**config.mk**
```make
export PLATFORM = sky130hd
export DESIGN_NAME = slic_finish
export DESIGN_NICKNAME = d
export VERILOG_FILES = /design/src/rtl/segment_line_intersection_core_macros.svh /design/src/rtl/slic_pkg.sv /design/src/rtl/slic_finish.sv
export SDC_FILE = /design/constraint.sdc
export NUM_CORES = 1
export LEC_CHECK = 0
export BUFFER_PORTS_ARGS = -buffer_cell sky130_fd_sc_hd__buf_2
export CORE_MARGIN = 8
export CORE_UTILIZATION = 41
export CTS_CLUSTER_DIAMETER = 200
export DETAILED_ROUTE_END_ITERATION = 10
export PLACE_DENSITY = 0.83
export SETUP_SLACK_MARGIN = 0.5
export SLEW_MARGIN = 20
export SYNTH_ARGS = -nofsm -noshare
export SYNTH_HDL_FRONTEND = slang
export SYNTH_SLANG_ARGS = --single-unit
```
**constraint.sdc**
```tcl
create_clock -name clk -period 6.01 [get_ports clk]
set_clock_uncertainty 0.15 [all_clocks]
set_input_delay 1.202 -clock clk [delete_from_list [all_inputs] [get_ports clk]]
set_output_delay 1.202 -clock clk [all_outputs]
set_load 0.02 [all_outputs]
```
**src/rtl/segment_line_intersection_core_macros.svh**
```systemverilog
// assertion macros shared by the intersection core
`ifndef SEGMENT_LINE_INTERSECTION_CORE_MACROS_SVH
`define SEGMENT_LINE_INTERSECTION_CORE_MACROS_SVH

// same-cycle implication
`define SLIC_ASSERT_NOW(label, cond, prop, msg) \
  label: assert property (@(posedge clk) disable iff (rst) (cond) |-> (prop)) else $error(msg);

// next-cycle implication
`define SLIC_ASSERT_NEXT(label, cond, prop, msg) \
  label: assert property (@(posedge clk) disable iff (rst) (cond) |=> (prop)) else $error(msg);

`endif

```
**src/rtl/slic_pkg.sv**
```systemverilog
// shared widths and the work record that flows through the divider cells
package slic_pkg;
  localparam int CW = 16;            // coordinate width
  localparam int DW = CW + 1;        // difference width
  localparam int PW = 2 * DW + 1;    // cross product width
  localparam int NW = PW + DW;       // scaled numerator width
  localparam int QB = CW + 1;        // quotient bits before overflow
  localparam int KW = $clog2(QB);    // cell bit index width
  localparam int VW = QB + 2;        // width of base plus quotient

  localparam logic [0:0] ADDR_SEGMENT_CHECK = 1'b0;

  typedef struct packed {
    logic [NW-1:0]        rx;
    logic [NW-1:0]        ry;
    logic [NW-1:0]        dm;
    logic [QB-1:0]        qx;
    logic [QB-1:0]        qy;
    logic                 nx;
    logic                 ny;
    logic                 ox;
    logic                 oy;
    logic signed [CW-1:0] bx;
    logic signed [CW-1:0] by;
    logic                 hit;
    logic                 par;
  } slic_work_t;
endpackage

```
**src/rtl/slic_finish.sv**
```systemverilog
// signed quotient, add base point, clamp and result register
module slic_finish (
  input  logic                          clk,
  input  logic                          rst,
  input  logic                          iv,
  output logic                          istall,
  input  slic_pkg::slic_work_t          id,
  output logic                          ov,
  output logic signed [slic_pkg::CW-1:0] cx,
  output logic signed [slic_pkg::CW-1:0] cy,
  output logic                          hit,
  output logic                          par,
  output logic                          sat,
  input  logic                          ostall
);
  import slic_pkg::*;

  localparam logic signed [VW-1:0] MAXV = VW'((2 ** (CW - 1)) - 1);
  localparam logic signed [VW-1:0] MINV = -MAXV - VW'(1);

  logic adv;
  logic signed [VW-1:0] vx, vy;
  logic signed [CW-1:0] cx_next, cy_next;
  logic sx, sy;

  assign adv = !ov || !ostall;
  assign istall = !adv;

  // apply sign and add the base point for one coordinate
  function automatic logic signed [VW-1:0] place(input logic signed [CW-1:0] b,
                                                  input logic [QB-1:0] q,
                                                  input logic n);
    logic signed [VW-1:0] qs;
    qs = n ? -VW'(q) : VW'(q);
    return VW'(b) + qs;
  endfunction

  always_comb begin
    vx = place(id.bx, id.qx, id.nx);
    vy = place(id.by, id.qy, id.ny);
    sx = id.ox || (vx > MAXV) || (vx < MINV);
    sy = id.oy || (vy > MAXV) || (vy < MINV);
    if (id.ox)             cx_next = id.nx ? CW'(MINV) : CW'(MAXV);
    else if (vx > MAXV)    cx_next = CW'(MAXV);
    else if (vx < MINV)    cx_next = CW'(MINV);
    else                   cx_next = CW'(vx);
    if (id.oy)             cy_next = id.ny ? CW'(MINV) : CW'(MAXV);
    else if (vy > MAXV)    cy_next = CW'(MAXV);
    else if (vy < MINV)    cy_next = CW'(MINV);
    else                   cy_next = CW'(vy);
  end

  always_ff @(posedge clk) begin
    if (rst) begin
      ov <= 1'b0;
    end else if (adv) begin
      ov <= iv;
    end
  end

  // parallel lines force a zero result
  always_ff @(posedge clk) begin
    if (adv) begin
      cx  <= id.par ? '0 : cx_next;
      cy  <= id.par ? '0 : cy_next;
      hit <= id.hit && !id.par;
      par <= id.par;
      sat <= !id.par && (sx || sy);
    end
  end
endmodule

```
==> flow_metrics.py <==
metrics = {
    "status": {
        "status": "complete, no violations",
    },
    "sta": {
        "rsz0062_at_grt": "false",
        "hold_violations": 0,
        "fmax_ghz": 0.189,
        "period_minus_slack_ns": 5.29,
        "worst_pin_slew_ns": 0.521,
        "slew-limit-headroom_pct": 64.9,
        "fin_crit_sh_pct": 88.1,
        "setup_viol": 0,
        "finalMaxSlewViolations": 0,
        "layout_setup_ws_ns": 0.717,
        "holdWs_ns": 0.716,
        "tns_ns": 0,
    },
    "drt": {
        "wl_per_cell_microns": 15.1,
        "first_pass_iters": 5,
        "drt_first_iter_violations": 197,
        "ant_nets": 0,
        "routed_wl_microns": 10800,
        "drc": 0,
        "via_per_inst": 5.36,
        "dr_total_vias": 3843,
    },
    "place": {
        "dp_hpwl_microns": 9060,
        "place_area_sq_um": 4740,
        "gp_congestion": 0.843,
        "pre_cts_slack_ns": 0.185,
        "io_buffers": 112,
    },
    "setup_path": {
        "regToRegSetupSlack_ns": 4.75,
        "crit_required_ns": 5.88,
        "crit_buf_inv": 2,
        "worstPathCellList": "buf_2 > or4_1 > nor3_4 > nand2_1 > or3_1 > o31ai_2 > xnor2_1 > ha_1 > and4_1 > and3_1 > a32o_1 > o31a_1 > or3_1 > a21o_1 > a21oi_4 > buf_12 > a21oi_1",
        "worstPathMaxFanout": 15,
        "endpoint_kind": "flip-flop",
        "crit_type": "in -> reg",
        "cp-start-kind": "input pin",
        "crit_arrival_ns": 5.16,
        "cpMostUsedCell": "or3_1",
        "critical_path.top_delay_family": "simple AND/OR/NAND/NOR gates",
        "worst_path_max_delay_cell": "or4_1",
        "slowest_delay_ns": 0.61,
    },
    "floorplanning": {
        "io_pins": 269,
        "die_w_microns": 115,
        "die_height_microns": 115,
        "rows": 36,
        "core_sq_um": 9680,
        "die-area_sq_um": 13300,
        "floorplan.initialDensity_pct": 41.8,
    },
    "logic_synthesis": {
        "syn_inst": 470,
        "syn_avg_cell_area_sq_um": 8.61,
        "syn-cell-area_sq_um": 4050,
        "synth_ff_type": "edfxtp_1",
        "synth_top_area_share_pct": 26.0,
        "synth.top_cells.by_area": "edfxtp_1 26%, ha_1 13%, xnor2_1 9.3%",
        "synth_seq_cells": 36,
        "synthDistinctLibCells": 59,
        "synth_top_area_cell": "edfxtp_1",
        "ys_seq_area_share_pct": 26.5,
        "synthArstFlopShare_pct": 0,
        "syn-num-nets": 746,
        "synth_edf_count": 35,
        "yosysWarnings": 0,
    },
    "cts": {
        "htreeDepth": 2,
        "cts.clk_slew.worst_paths_ns": 0.07,
        "clk-insertion-delay-late_ns": 0.28,
        "cts.sinks": 36,
        "clockBufferDepth": 2,
        "clock-root-buffer": "clkbuf_8",
        "cts_hold_buf": 0,
        "cts_tree": "built",
        "cts_made_buffers": 5,
    },
    "cells_and_area": {
        "num_antenna_cells": 0,
        "fin_nets": 859,
        "seq_area_sq_um": 1070,
        "drive_gt1_share_pct": 24.0,
        "area_delta_synth_final_pct": 22.0,
        "fillers": 910,
        "multi_input_area_sq_um": 2910,
        "finalInstanceArea_sq_um": 4940,
    },
    "power": {
        "cellPowerDensity_nw_per_um2": 229,
        "p_leak_nw": 2.22,
        "irDropWorstVdd_v": 0.0000994,
    },
    "global_route": {
        "grt_max_degree": 37,
        "grt_pass1_wl_microns": 17300,
        "grt_most_used_layer": "met2",
        "gr-total-overflow": 0,
        "track_usage_pct": 15.8,
        "use_met3_pct": 2.73,
        "grt_use_met2_pct": 23.3,
        "grt_pass1_vias": 3785,
        "antenna_found_initial": 0,
        "use_met1_pct": 22.6,
    },
    "min_path": {
        "hold_path_class": "reg -> reg",
    },
    "job": {
        "maxCapViolCount": 0,
    },
}
repair_timing:
item	CTS	global route
pin swaps	1	3
setup endpoints to repair	4	32
setup buffers	1	2
resized for setup	0	10
cell usage in the layout, fill, tap and decap left out, types with 7 or more instances in the layout:
master / count
o21a_1: 7
nor2_1: 18
edfxtp_1: 35
a21o_1: 15
xor2_1: 18
inv_1: 16
a21oi_1: 56
buf_2: 112
ha_1: 42
o21ai_0: 20
nand3_1: 10
xnor2_1: 42
nand2_1: 64
metal layers:
metal	vias to the layer above	wire length, microns
li1	1990	-
met1	1699	5470
met2	141	4390
met3	13	784
met4	0	181
met5	-	0
cells in the mapped netlist (2+ instances only):
cell type and instances:
nor4_1 4, a41oi_1 2, buf_4 2, a21oi_1 56, xnor2_1 43, o21a_1 7
o31a_1 2, o21bai_1 6, nand4_1 3, a211o_1 3, fa_1 2, o21ai_0 21
and2_1 4, xor2_1 18, or4_1 2, a211oi_1 2, nor2_1 18, nand3_1 10
o211ai_1 4, nor3_1 7, clkbuf_1 8, a31oi_1 5, or3_1 4, and3_1 5
a311oi_1 2, nand2b_1 6, edfxtp_1 35, nor2b_1 6, a221oi_1 5, o41ai_1 6
a21oi_4 2, ha_1 42, o21ai_1 2, nand2_1 64, o31ai_1 7, and4_1 3
inv_1 16, a21o_1 15
worst paths after layout:
kind / startpoint / endpoint / cells after the start
setup / recovery: id[59] / cx[14] / 17
hold / removal: ov / par / 2
setup reg to reg: ov / ov / 5
hold reg to reg: ov / par / 2
sequential cells by signal, summed over array words and instances, names as in the netlist:
register / cells
cx: 16
sat: 1
cy: 16
par: 1
hit: 1
ov: 1
area by class of cell:
cell class,instances,area share (%)
clock buffers,5,1.39
clock inverters,3,0.861
inverters,16,1.22
multi-input cells,406,59.0
flip-flops and latches,36,21.7
well taps,133,3.37
repair buffers,118,12.5
report_power, final:
part | internal [W] | switching, W
Clock | 0.000123 | 0.0000825
Combinational | 0.000244 | 0.000359
Sequential | 0.000318 | 0.00000770
Total | 0.000684 | 0.000449
metrics by stage:
stage,utilization [%],instances,total power [W]
floorplan,-,470,0.000757
global placement,48.9,706,0.000892
detailed placement,48.9,706,0.000908
CTS,50.3,715,0.00112
global route,51.0,717,0.00121
finish,51.0,717,0.00113
worst min-delay path, cell delays in order (launching register included):
cell	delay, ns
dfxtp_1	0.33
nand2_1	0.06
buf_4	0.26
logic make-up (layout without fill, tap and decap cells):
family                   after synthesis  in the layout  share of synthesized area (%)
flip-flops                            36             36                           26.5
adder cells (fa/ha/maj)               44             44                           14.0
AND/OR/NAND/NOR                      141            141                           16.9
buffers and inverters                 28            142                           3.00
multiplexers                           1              1                          0.247
AO/OA/AOI/OAI                        159            159                           26.2
XOR/XNOR                              61             61                           13.2
Note: power is estimated with default switching activity, not from simulation.
