===== config.mk =====
export PLATFORM = sky130hd
export DESIGN_NAME = slic_cell
export DESIGN_NICKNAME = d
export VERILOG_FILES = /design/src/rtl/segment_line_intersection_core_macros.svh /design/src/rtl/slic_pkg.sv /design/src/rtl/slic_cell.sv
export SDC_FILE = /design/constraint.sdc
export NUM_CORES = 1
export LEC_CHECK = 0
export BUFFER_PORTS_ARGS = -buffer_cell sky130_fd_sc_hd__buf_2
export CORE_AREA = 2 2 180 182
export DETAILED_ROUTE_END_ITERATION = 6
export DIE_AREA = 0 0 182 184
export PLACE_DENSITY = 0.86
export SETUP_SLACK_MARGIN = 0.02
export SLEW_MARGIN = 20
export SYNTH_ARGS = -nofsm -noshare
export SYNTH_HDL_FRONTEND = slang
export SYNTH_SLANG_ARGS = --single-unit

===== constraint.sdc =====
create_clock -name clk -period 17.9 [get_ports clk]
set_input_delay 1.79 -clock clk [delete_from_list [all_inputs] [get_ports clk]]
set_output_delay 1.79 -clock clk [all_outputs]
set_load 0.01 [all_outputs]

===== src/rtl/segment_line_intersection_core_macros.svh =====
// assertion macros shared by the intersection core
`ifndef SEGMENT_LINE_INTERSECTION_CORE_MACROS_SVH
`define SEGMENT_LINE_INTERSECTION_CORE_MACROS_SVH

// same-cycle implication
`define SLIC_ASSERT_NOW(label, cond, prop, msg) \
  label: assert property (@(posedge clk) disable iff (rst) (cond) |-> (prop)) else $error(msg);

// next-cycle implication
`define SLIC_ASSERT_NEXT(label, cond, prop, msg) \
  label: assert property (@(posedge clk) disable iff (rst) (cond) |=> (prop)) else $error(msg);

`endif


===== src/rtl/slic_pkg.sv =====
// shared widths and the work record that flows through the divider cells
package slic_pkg;
  localparam int CW = 16;            // coordinate width
  localparam int DW = CW + 1;        // difference width
  localparam int PW = 2 * DW + 1;    // cross product width
  localparam int NW = PW + DW;       // scaled numerator width
  localparam int QB = CW + 1;        // quotient bits before overflow
  localparam int KW = $clog2(QB);    // cell bit index width
  localparam int VW = QB + 2;        // width of base plus quotient

  localparam logic [0:0] ADDR_SEGMENT_CHECK = 1'b0;

  typedef struct packed {
    logic [NW-1:0]        rx;
    logic [NW-1:0]        ry;
    logic [NW-1:0]        dm;
    logic [QB-1:0]        qx;
    logic [QB-1:0]        qy;
    logic                 nx;
    logic                 ny;
    logic                 ox;
    logic                 oy;
    logic signed [CW-1:0] bx;
    logic signed [CW-1:0] by;
    logic                 hit;
    logic                 par;
  } slic_work_t;
endpackage


===== src/rtl/slic_cell.sv =====
// one restoring division step for both coordinates
module slic_cell (
  input  logic                  clk,
  input  logic                  rst,
  input  logic [slic_pkg::KW-1:0] k,
  input  logic                  iv,
  output logic                  istall,
  input  slic_pkg::slic_work_t  id,
  output logic                  ov,
  output slic_pkg::slic_work_t  od,
  input  logic                  ostall
);
  import slic_pkg::*;

  logic adv;
  logic [NW-1:0] dsh;
  logic tx, ty;
  slic_work_t w_next;

  assign adv = !ov || !ostall;
  assign istall = !adv;

  // trial subtract of the shifted divisor
  always_comb begin
    dsh = id.dm << k;
    tx  = id.rx >= dsh;
    ty  = id.ry >= dsh;
    w_next = id;
    if (tx) w_next.rx = id.rx - dsh;
    if (ty) w_next.ry = id.ry - dsh;
    w_next.qx[k] = tx;
    w_next.qy[k] = ty;
  end

  always_ff @(posedge clk) begin
    if (rst) begin
      ov <= 1'b0;
    end else if (adv) begin
      ov <= iv;
    end
  end

  always_ff @(posedge clk) begin
    if (adv) od <= w_next;
  end
endmodule


==> reports/metrics.cfg, run 1 <==
[clock_network]
cts_buffer_depth = 3
cts_root_buf = clkbuf_16
cts_resized = 0
clk_latency_ns = 0.57
tritoncts = yes
cts.sinks = 229
post_cts_buffers = 0
numCtsBuffers = 26
h-tree-depth = 1
clk_pin_slew_ns = 0.06
cts_hold_buf = 0

[synthesis]
synth-compound-area-share_pct = 18.3
synthMuxAreaShare_pct = 12.2
ys_ff_latch = 229
yosysWarningCount = 0
synth_top_cell_by_area = edfxtp_1
synth-adder-area-share_pct = 7.87
synthXorXnorAreaFrac_pct = 4.64
syn_area_per_cell_sq_um = 9.83
synth_cells = 1766
ys.flop_type = edfxtp_1
synth-edff-count = 228
synth_area_leaders = edfxtp_1 39%, ha_1 7.6%, nand2_1 5.4%, a21oi_1 4.6%, mux4_2 4.5%
synthArstFlopShare_pct = 0
syn-cell-area_sq_um = 17400
synth_top_family_by_area = compound AO/OA/AOI/OAI gates
synth_cell_types = 84
syn_nets = 2111
synth_top_area_share_pct = 39.4
ys_seq_area_share_pct = 39.5
synth-simple-area-share_pct = 14.3

[routing]
drtIter0Drc = 2000
route.detailed.drc = 0
viasPerCell = 6.19
vias = 16064
wl_per_cell_microns = 22.8
drtPass1Iterations = 6
ant_nets = 0
routed_wl_mm = 59.0

[hold_path]
worstHoldPathType = register to register
hold_end = od[108]
hold_path_startpoint = ov
whs_path_depth = 1

[global_route]
first_global_vias = 15197
grt_usage_pct = 33.9
grt_max_degree = 171
grt_pass1_wl_mm = 87.3
antenna_found_initial = 3
gr-total-overflow = 0

[critical_path]
crit_top_cell = a21oi_1
slowest_stage = buf_2
required_ns = 18.21
reg2regPathDepth = 2
r2r_start = ov
crit_fanout = 52
path_buf_inv = 3
arrival_ns = 8.61
worstSetupPathDepth = 19
crit_path_cell_trace = buf_2, inv_1, nor2_1, a21oi_1, a21oi_1, nor2_1, a21oi_1, nand2b_1, ha_1, nand2_1, nor3_1, nand2_1, a2111oi_2, o211ai_1, nand3b_1, and2_1, o311a_2, buf_4, mux2_2
crit_family = compound AO/OA/AOI/OAI gates
timing.rr.end = od[141]
startpoint_type = input pin
crit_path_end_kind = register
critPathMaxStageDelay_ns = 0.75
critical_path_class = input pin to register
r2r_setup_slack_ns = 15.72

[placed_design]
gp_congestion = 1.02
dp.cells = 2548
dp_slack_ns = 9.25
port_buffers = 466
dp_hpwl_mm = 46.5
place_area_sq_um = 19900

[timing]
period_share_pct = 46.4
worstMarginPinSlew_ns = 1.01
worst_clock_skew_ns = 0.0284
max_freq_ghz = 0.120
hold_viol = 0
slew_viol_final = 0
setup_slack_ns = 9.59
relSlewSlack_pct = 33.0
tns_ns = 0
setup_viol = 0
rsz0062_at_grt = no
fin_crit_ns = 8.31

[layout]
final_nets = 2519
drive_gt1_share_pct = 28.5
area_delta_synth_final_pct = 19.9
postLayoutCellArea_sq_um = 20800
finalNonFillerCells = 2594

[pwr]
power_density_nw_per_um2 = 104
p_leak_uw = 0.00912
peakVddDrop_mv = 0.0994

[floorplan]
boundaryPins = 467
start_util_pct = 55.3
core_sq_um = 31400
die_x_microns = 182
fp.dieH_microns = 184
dieArea_sq_um = 33500
num_rows = 65

[status]
status = complete, no violations

[job]
drv_cap = 0

==> Yosys cell counts (32+ instances only) <==
cell and count:
mux2i_1 42, o21ai_1 49, inv_1 32, mux4_2 35, mux2_2 49, ha_1 106
mux2_1 32, xor2_1 41, clkbuf_1 65, nor2_1 107, a21o_1 59, a21oi_1 158
edfxtp_1 228, nand3_1 34, nand2_1 248, o21ai_0 98, xnor2_1 51
==> layout make-up <==
class	count	area, sq um
Tap cell	402	503
Timing Repair Buffer	475	2410
Sequential cell	229	6870
Inverter	33	124
Clock buffer	28	658
Multi-Input combinational cell	1409	9980
Antenna cell	1	2.50
Fill cell	2557	10600
Clock inverter	17	265
==> placed cells by master (no fill, tap or decap), drive strengths merged, types with 15 or more instances in the layout <==
master	count
a211oi	17
a21oi	160
a21o	59
nor2b	19
mux4	35
inv	33
nand2b	26
mux2i	42
o21bai	20
o21ai	149
nor2	107
buf	475
nor3	22
nand2	249
clkbuf	28
nand3	34
ha	106
edfxtp	228
xor2	41
a31oi	15
nand4	25
xnor2	51
mux2	81
==> how the worst max path moves through the flow <==
stage                 from       to  slack (ns)
finish                k[1]  od[182]        9.59
CTS                   k[1]  od[178]        9.76
global route          k[1]  od[178]        9.20
global placement      k[1]  od[183]        9.47
floorplan           ostall   istall        8.84
detailed placement    k[1]  od[178]        9.25
==> registers in the layout, indices dropped and copies added, names as in the netlist <==
register  flops
od          228
ov            1
==> metrics by stage <==
step	hold WS, ns	power, uW	util (%)
6_report	1.14	2160	66.3
5_1_grt	1.23	2260	66.3
4_1_cts	1.16	2150	66.3
3_5_place_dp	1.15	1570	63.4
3_3_place_gp	1.10	1560	63.4
2_1_floorplan	1.86	1300	-
==> logic make-up (layout without fill, tap and decap cells) <==
kind of cell | after synthesis | in the layout
simple gates | 543 | 543
compound gates | 508 | 508
flops | 229 | 229
mux | 158 | 158
buf+inv | 128 | 553
fa+ha+maj | 108 | 108
xor+xnor | 92 | 92
other cells | 0 | 1
==> per-layer routing <==
metal  share of wire (%)  GRT usage, %  vias up
met3                 8.7          5.74      140
li1                    -             -     7456
met5               0.037             0        -
met1                  41          45.7     7637
met4                 3.8          11.9        4
met2                  46          55.5      827
==> where the power goes <==
| part | internal, uW | switching [uW] | total [uW] |
|---|---|---|---|
| logic | 328 | 512 | 840 |
| clock network | 353 | 229 | 582 |
| registers | 708 | 28.7 | 736 |
(Power assumes the default switching activity.)
==> run 2: changes to the inputs <==
Settings changed: CORE_AREA 2 2 180 182 to not set, CORE_MARGIN set to 2, CORE_UTILIZATION set to 54, DIE_AREA 0 0 182 184 to not set, PLACE_DENSITY 0.86 to 0.85.
Clock period 17.9 ns to 7.65 ns, I/O delays scaled along.
==> run 2 against run 1 <==
  * Routed wire length shrank 0.12%
  * Critical path depth is the same
  * Largest cell class unchanged
  * Sequential share of layout area is essentially flat
  * Global-route usage about the same
  * Final area hardly changed
  * Count of clock-buffer cells in the layout up 4
  * First-iteration DRC count down 13%
  * Flip-flop and latch count did not move
  * Via count decreased by 0.38%
  * Non-clock buffer count grew 5
  * Total power grew 130%
  * Register-to-register slack worse by 10 ns
==> reports/metrics.cfg, run 2 (synthesis results as in run 1) <==
[global_route]
grt_pass1_wl_mm = 87.3  ; about the same
antenna_found_initial = 5  ; +2
grt_max_degree = 89  ; -48%
gr-total-overflow = 0  ; unchanged
first_global_vias = 15153  ; -0.29%
grt_usage_pct = 33.8  ; -0.050 points

[placed_design]
dp_hpwl_mm = 46.6  ; +0.31%
gp_congestion = 1.05  ; +3.1%
place_area_sq_um = 19900  ; +0.25%
port_buffers = 466  ; unchanged
dp.cells = 2553  ; +0.20%

[floorplan]
fp.dieH_microns = 183  ; -0.36%
num_rows = 65  ; unchanged
dieArea_sq_um = 33600  ; +0.37%
core_sq_um = 31600  ; +0.78%
start_util_pct = 54.9  ; -0.43 points
boundaryPins = 467  ; unchanged
die_x_microns = 183  ; +0.73%

[pwr]
p_int_uw = 3160  ; +130%
power_switching_uw = 1800  ; +130%
switching_share_pct = 36.3  ; +0.63 points
power_frac_clock_pct = 25.5  ; -1.5 points
p_leak_uw = 0.00911  ; about the same
p_comb_share_pct = 39.7  ; +0.8 points
power_frac_seq_pct = 34.8  ; +0.7 points
power_density_nw_per_um2 = 239  ; +130%
peakVddDrop_mv = 0.242  ; +140%

[critical_path]
critical_path_class = input pin to register
r2r_setup_slack_ns = 5.31  ; -10.41 ns
r2r_start = ov
timing.rr.end = od[185]
startpoint_type = input pin
arrival_ns = 6.54  ; -2.07 ns
reg2regPathDepth = 2  ; unchanged
crit_path_end_kind = register
crit_fanout = 52  ; unchanged
required_ns = 7.94  ; -10.27 ns

[layout]
drive_gt1_share_pct = 28.6  ; +0.033 points
finalNonFillerCells = 2608  ; +0.54%
largest_register_ffs = 228  ; unchanged
postLayoutCellArea_sq_um = 20800  ; about the same
regArea_sq_um = 6870  ; unchanged
final_nets = 2524  ; +0.20%
reg.largest.list = od x228, ov x1
top_register = od
multi_input_area_sq_um = 9980  ; unchanged
fill_cells = 2570  ; +0.51%
most-common-layout-cells = 465 x buf_2, 247 x nand2_1, 228 x edfxtp_1
area_delta_synth_final_pct = 19.9  ; about the same
final_common_cell = buf_2

[clock_network]
cts_buffer_depth = 3  ; unchanged
h-tree-depth = 1  ; unchanged
cts_hold_buf = 0  ; unchanged
cts.sinks = 229  ; unchanged
post_cts_buffers = 0  ; unchanged
tritoncts = yes
clk_pin_slew_ns = 0.06  ; about the same
clk_latency_ns = 0.57  ; about the same
cts_root_buf = clkbuf_16
cts_resized = 0  ; unchanged
numCtsBuffers = 26  ; unchanged

[routing]
ant_nets = 0  ; unchanged
drtIter0Drc = 1742  ; -13%
wl_per_cell_microns = 22.6  ; -0.66%
routed_wl_mm = 59.0  ; -0.12%
vias = 16003  ; -0.38%
drtPass1Iterations = 6  ; unchanged
route.detailed.drc = 0  ; unchanged
viasPerCell = 6.14  ; -0.91%

[timing]
slew_viol_final = 0  ; unchanged
setup_viol = 0  ; unchanged
hold_viol = 0  ; unchanged
period_share_pct = 81.6
worst_clock_skew_ns = 0.0248  ; -0.00362 ns
tns_ns = 0  ; unchanged
worstMarginPinSlew_ns = 1.04  ; +0.0390 ns
fin_crit_ns = 6.24
relSlewSlack_pct = 30.4  ; -2.6 points
rsz0062_at_grt = no
max_freq_ghz = 0.160

[hold_path]
hold_path_startpoint = rst
hold_end = ov
whs_path_depth = 2  ; +1
worstHoldPathType = input pin to register

[status]
status = complete, no violations

[job]
drv_cap = 0  ; unchanged

run 2: changes by cell type in the layout (fill, tap and decap cells not counted), sizes merged:
cell      previous run  this run
buf                475       480
bufinv               6         3
clkbuf              28        32
clkinv              11        12
clkinvlp             0         1
diode                1         7
run 2: through the flow:
stage / power (uW) / setup slack, ns / hold WS (ns) / util (%)
floorplan: 3050 / 0.643 / 0.837 / -
global placement: 3650 / 1.31 / 0.923 / 63.0
detailed placement: 3680 / 1.09 / 0.928 / 63.0
CTS: 4950 / 1.61 / 0.337 / 65.8
global route: 5200 / 1.07 / 0.345 / 65.8
finish: 4970 / 1.41 / 0.348 / 65.8
run 2: power groups by stage:
stage               Clock [uW]  Combinational [uW]  Sequential, uW
finish                    1270                1970            1730
global route              1320                2130            1750
CTS                       1280                1940            1730
detailed placement           0                1920            1750
global placement             0                1900            1750
floorplan                    0                1180            1870
run 2: worst max path at each step:
stage                     startpoint       to  cells past startpoint
after floorplan               ostall   istall                      2
after global routing            k[1]  od[189]                     19
final                           k[1]  od[186]                     19
after CTS                       k[1]  od[189]                     19
after detailed placement        k[1]  od[189]                     19
after global placement          k[1]  od[180]                     19
run 2: worst max-delay path, stage by stage:
cell and delay [ns]:
buf_2 0.76, inv_1 0.15, nor2_1 0.36, a21oi_1 0.15
a21oi_1 0.34, nor2_1 0.07, a21oi_1 0.28, nand2b_1 0.22
ha_1 0.43, nand2_1 0.14, nor3_1 0.38, nand2_1 0.16
a2111oi_2 0.53, o211ai_1 0.26, nand3b_1 0.16, and2_1 0.21
o311a_2 0.20, buf_4 0.49, mux2_2 0.41
run 2: area by class of cell:
class | count | area share [%]
antenna | 7 | 0.0841
clock inverter | 16 | 0.895
timing repair buffer | 480 | 11.8
tap | 402 | 2.42
inverter | 33 | 0.595
multi-input combinational | 1409 | 48.0
clock buffer | 32 | 3.23
sequential | 229 | 33.0
run 2: metal layers:
layer  vias up  part of all wire [%]  global-route usage [%]
met5         -                 0.049                       0
met4         4                   3.9                    12.4
met3       140                    10                    6.16
met2       894                    46                    55.1
met1      7480                    40                    45.4
li1       7485                     -                       -
==> run 3: changes to the inputs <==
Settings changed: ABC_AREA set to 1, CORE_UTILIZATION 54 to 56.
Clock period 7.65 ns to 6.3 ns, I/O delays scaled along.
==> run 3 against run 2 <==
  * The flow now finishes with violations (DRC)
  * Register-to-register slack got worse by 1.2 ns
  * Critical path depth down 2
  * Global-route usage up 5.0 points
  * Core utilization rose by 0.85 points
  * Count of clock-buffer cells in the layout decreased by 1
  * Non-clock buffer count grew 6
  * Die area up 16%
  * Clock skew shrank 0.012 ns
  * Largest cell class unchanged
==> reports/metrics.cfg, run 3 <==
[routing]
route.detailed.drc = 1  ; +1
vias = 22588  ; +41%
wl_per_cell_microns = 18.6  ; -18%
viasPerCell = 5.43  ; -12%
ant_nets = 0  ; unchanged
drtIter0Drc = 2223  ; +28%
routed_wl_mm = 77.3  ; +31%
drtPass1Iterations = 7  ; +1

[floorplan]
num_rows = 70  ; +7.7%
boundaryPins = 467  ; unchanged
start_util_pct = 56.9  ; +2.0 points
fp.dieH_microns = 197  ; +7.5%
dieArea_sq_um = 38800  ; +16%
die_x_microns = 197  ; +7.5%
core_sq_um = 36700  ; +16%

[critical_path]
startpoint_type = input pin
arrival_ns = 5.80  ; -0.74 ns
crit_fanout = 65  ; +25%
crit_path_end_kind = register
critical_path_class = input pin to register
required_ns = 6.60  ; -1.34 ns

[clock_network]
cts_hold_buf = 0  ; unchanged
cts_buffer_depth = 3  ; unchanged
post_cts_buffers = 0  ; unchanged
tritoncts = yes
h-tree-depth = 1  ; unchanged
cts_root_buf = clkbuf_16
numCtsBuffers = 26  ; unchanged
clk_latency_ns = 0.57  ; about the same
clk_pin_slew_ns = 0.06  ; about the same
cts.sinks = 229  ; unchanged
cts_resized = 0  ; unchanged

[synthesis]
synth_area_leaders = edfxtp_1 33%, nand2_1 24%, inv_1 10%, ha_1 6.4%, o21ai_0 4.7%
synthArstFlopShare_pct = 0  ; unchanged
ys_seq_area_share_pct = 32.9  ; -6.6 points
synth_cell_types = 48  ; -43%
ys_ff_latch = 229  ; unchanged
synth_cells = 3234  ; +83%
synth_top_cell_by_area = edfxtp_1
synth-edff-count = 228  ; unchanged
syn_area_per_cell_sq_um = 6.45  ; -34%
ys.flop_type = edfxtp_1
yosysMostFrequentCell = nand2_1
synth_top_area_share_pct = 32.8  ; -6.6 points
syn-cell-area_sq_um = 20900  ; +20%
yosysWarningCount = 0  ; unchanged
syn_nets = 3579  ; +70%
synthTopCellsByCount = 1,325 x nand2_1, 580 x inv_1, 228 x edfxtp_1, 197 x o21ai_0, 194 x nor2_1

[timing]
max_freq_ghz = 0.182
slew_viol_final = 0  ; unchanged
worst_clock_skew_ns = 0.0124  ; -0.0124 ns
period_share_pct = 87.3
fin_crit_ns = 5.50
rsz0062_at_grt = no
relSlewSlack_pct = 32.1  ; +1.7 points
setup_viol = 0  ; unchanged
worstMarginPinSlew_ns = 1.02  ; -0.0261 ns
tns_ns = 0  ; unchanged
hold_viol = 0  ; unchanged

[global_route]
grt_util_met3_pct = 6.16  ; +0.0079 points
gr-total-overflow = 0  ; unchanged
grt_pass1_wl_mm = 115  ; +31%
grt_max_degree = 79  ; -11%
grt_use_met2_pct = 64.0  ; +9.0 points
top_usage_layer = met2
first_global_vias = 20646  ; +36%
grt_usage_pct = 38.8  ; +5.0 points
antenna_found_initial = 8  ; +3
met1_usage_pct = 50.1  ; +4.7 points

[placed_design]
gp_congestion = 1.08  ; +2.7%
dp_hpwl_mm = 63.9  ; +37%
port_buffers = 466  ; unchanged

[hold_path]
worstHoldPathType = input pin to register

[layout]
final_common_cell = nand2_1
utilization_pct = 66.7  ; +0.85 points
area_delta_synth_final_pct = 17.2
drive_gt1_share_pct = 15.8  ; -13 points
largest_register_ffs = 228  ; unchanged
reg.largest.list = od x228, ov x1
final_nets = 4010  ; +59%
most-common-layout-cells = 1,324 x nand2_1, 580 x inv_1, 466 x buf_2
fill_cells = 3430  ; +33%
top_register = od

[pwr]
p_total_uw = 6300  ; +27%
p_leak_uw = 0.0136  ; +49%
power_density_nw_per_um2 = 258  ; +7.9%
peakVddDrop_mv = 0.262  ; +8.1%

[status]
failed_checks = DRC
status = complete, but fails checks

[job]
drv_cap = 0  ; unchanged

run 3: cell types whose count changed in the layout (fill, tap and decap cells not counted), sizes merged, moves of 48 or more:
cell / before / now
a21o: 59 / 2
a21oi: 160 / 68
inv: 33 / 590
mux2: 81 / 0
nand2: 249 / 1331
nand3: 34 / 172
nor2: 107 / 203
o21ai: 149 / 197
xnor2: 51 / 2
run 3: cells by family after synthesis:
group | Yosys count | share of synthesized area (%)
buf+inv | 673 | 12.6
fa+ha+maj | 108 | 6.55
mux | 11 | 0.528
simple gates | 1848 | 37.1
compound gates | 308 | 7.94
xor+xnor | 57 | 2.39
flops | 229 | 32.9
run 3: worst max-delay path: stages:
cell and delay [ns]:
buf_2 0.28, nor2_1 0.64, inv_1 0.20, nor2_1 0.47, inv_1 0.41, nor3_1 0.67
ha_1 0.33, fa_1 0.26, nor2_1 0.07, or2_1 0.25, nand3_1 0.11, nand3b_1 0.26
nand2_2 0.20, nand3_4 0.40, buf_12 0.37, nand2_1 0.11, o21ai_0 0.10
run 3: final cells by class:
class | count | area, sq um | share of cell area, %
Clock inverter | 17 | 223 | 0.910
Sequential cell | 229 | 6870 | 28.1
Multi-Input combinational cell | 2332 | 11400 | 46.6
Clock buffer | 31 | 669 | 2.74
Inverter | 590 | 2210 | 9.05
Tap cell | 468 | 586 | 2.39
Antenna cell | 7 | 17.5 | 0.0716
Timing Repair Buffer | 486 | 2490 | 10.2
run 3: layer usage:
layer  share of wire, %  wire length, microns
met4                5.1                  3970
met3                9.8                  7550
met1                 40                 30700
met2                 45                 35100
met5              0.017                    13
run 3: final timing paths:
check             start  endpoint  slack [ns]  cells past startpoint
setup / recovery   k[3]   od[200]        0.80                     17
hold / removal      rst        ov        0.20                      2
setup reg to reg     ov   od[165]        4.07                      2
hold reg to reg      ov     od[7]        1.11                      1
run 3: power breakdown:
part,total [uW],switching (uW),internal (uW)
sequential,2090,88.9,2010
clock,1610,675,933
combinational,2600,1760,836
run 3: per-stage QoR:
step	cells	hold slack, ns	setup slack, ns	instance area [sq um]
floorplan	3234	0.702	1.90	20900
global placement	4105	0.788	0.707	23600
detailed placement	4105	0.790	0.573	23600
CTS	4153	0.183	1.09	24400
global route	4159	0.205	0.605	24500
finish	4160	0.204	0.799	24500
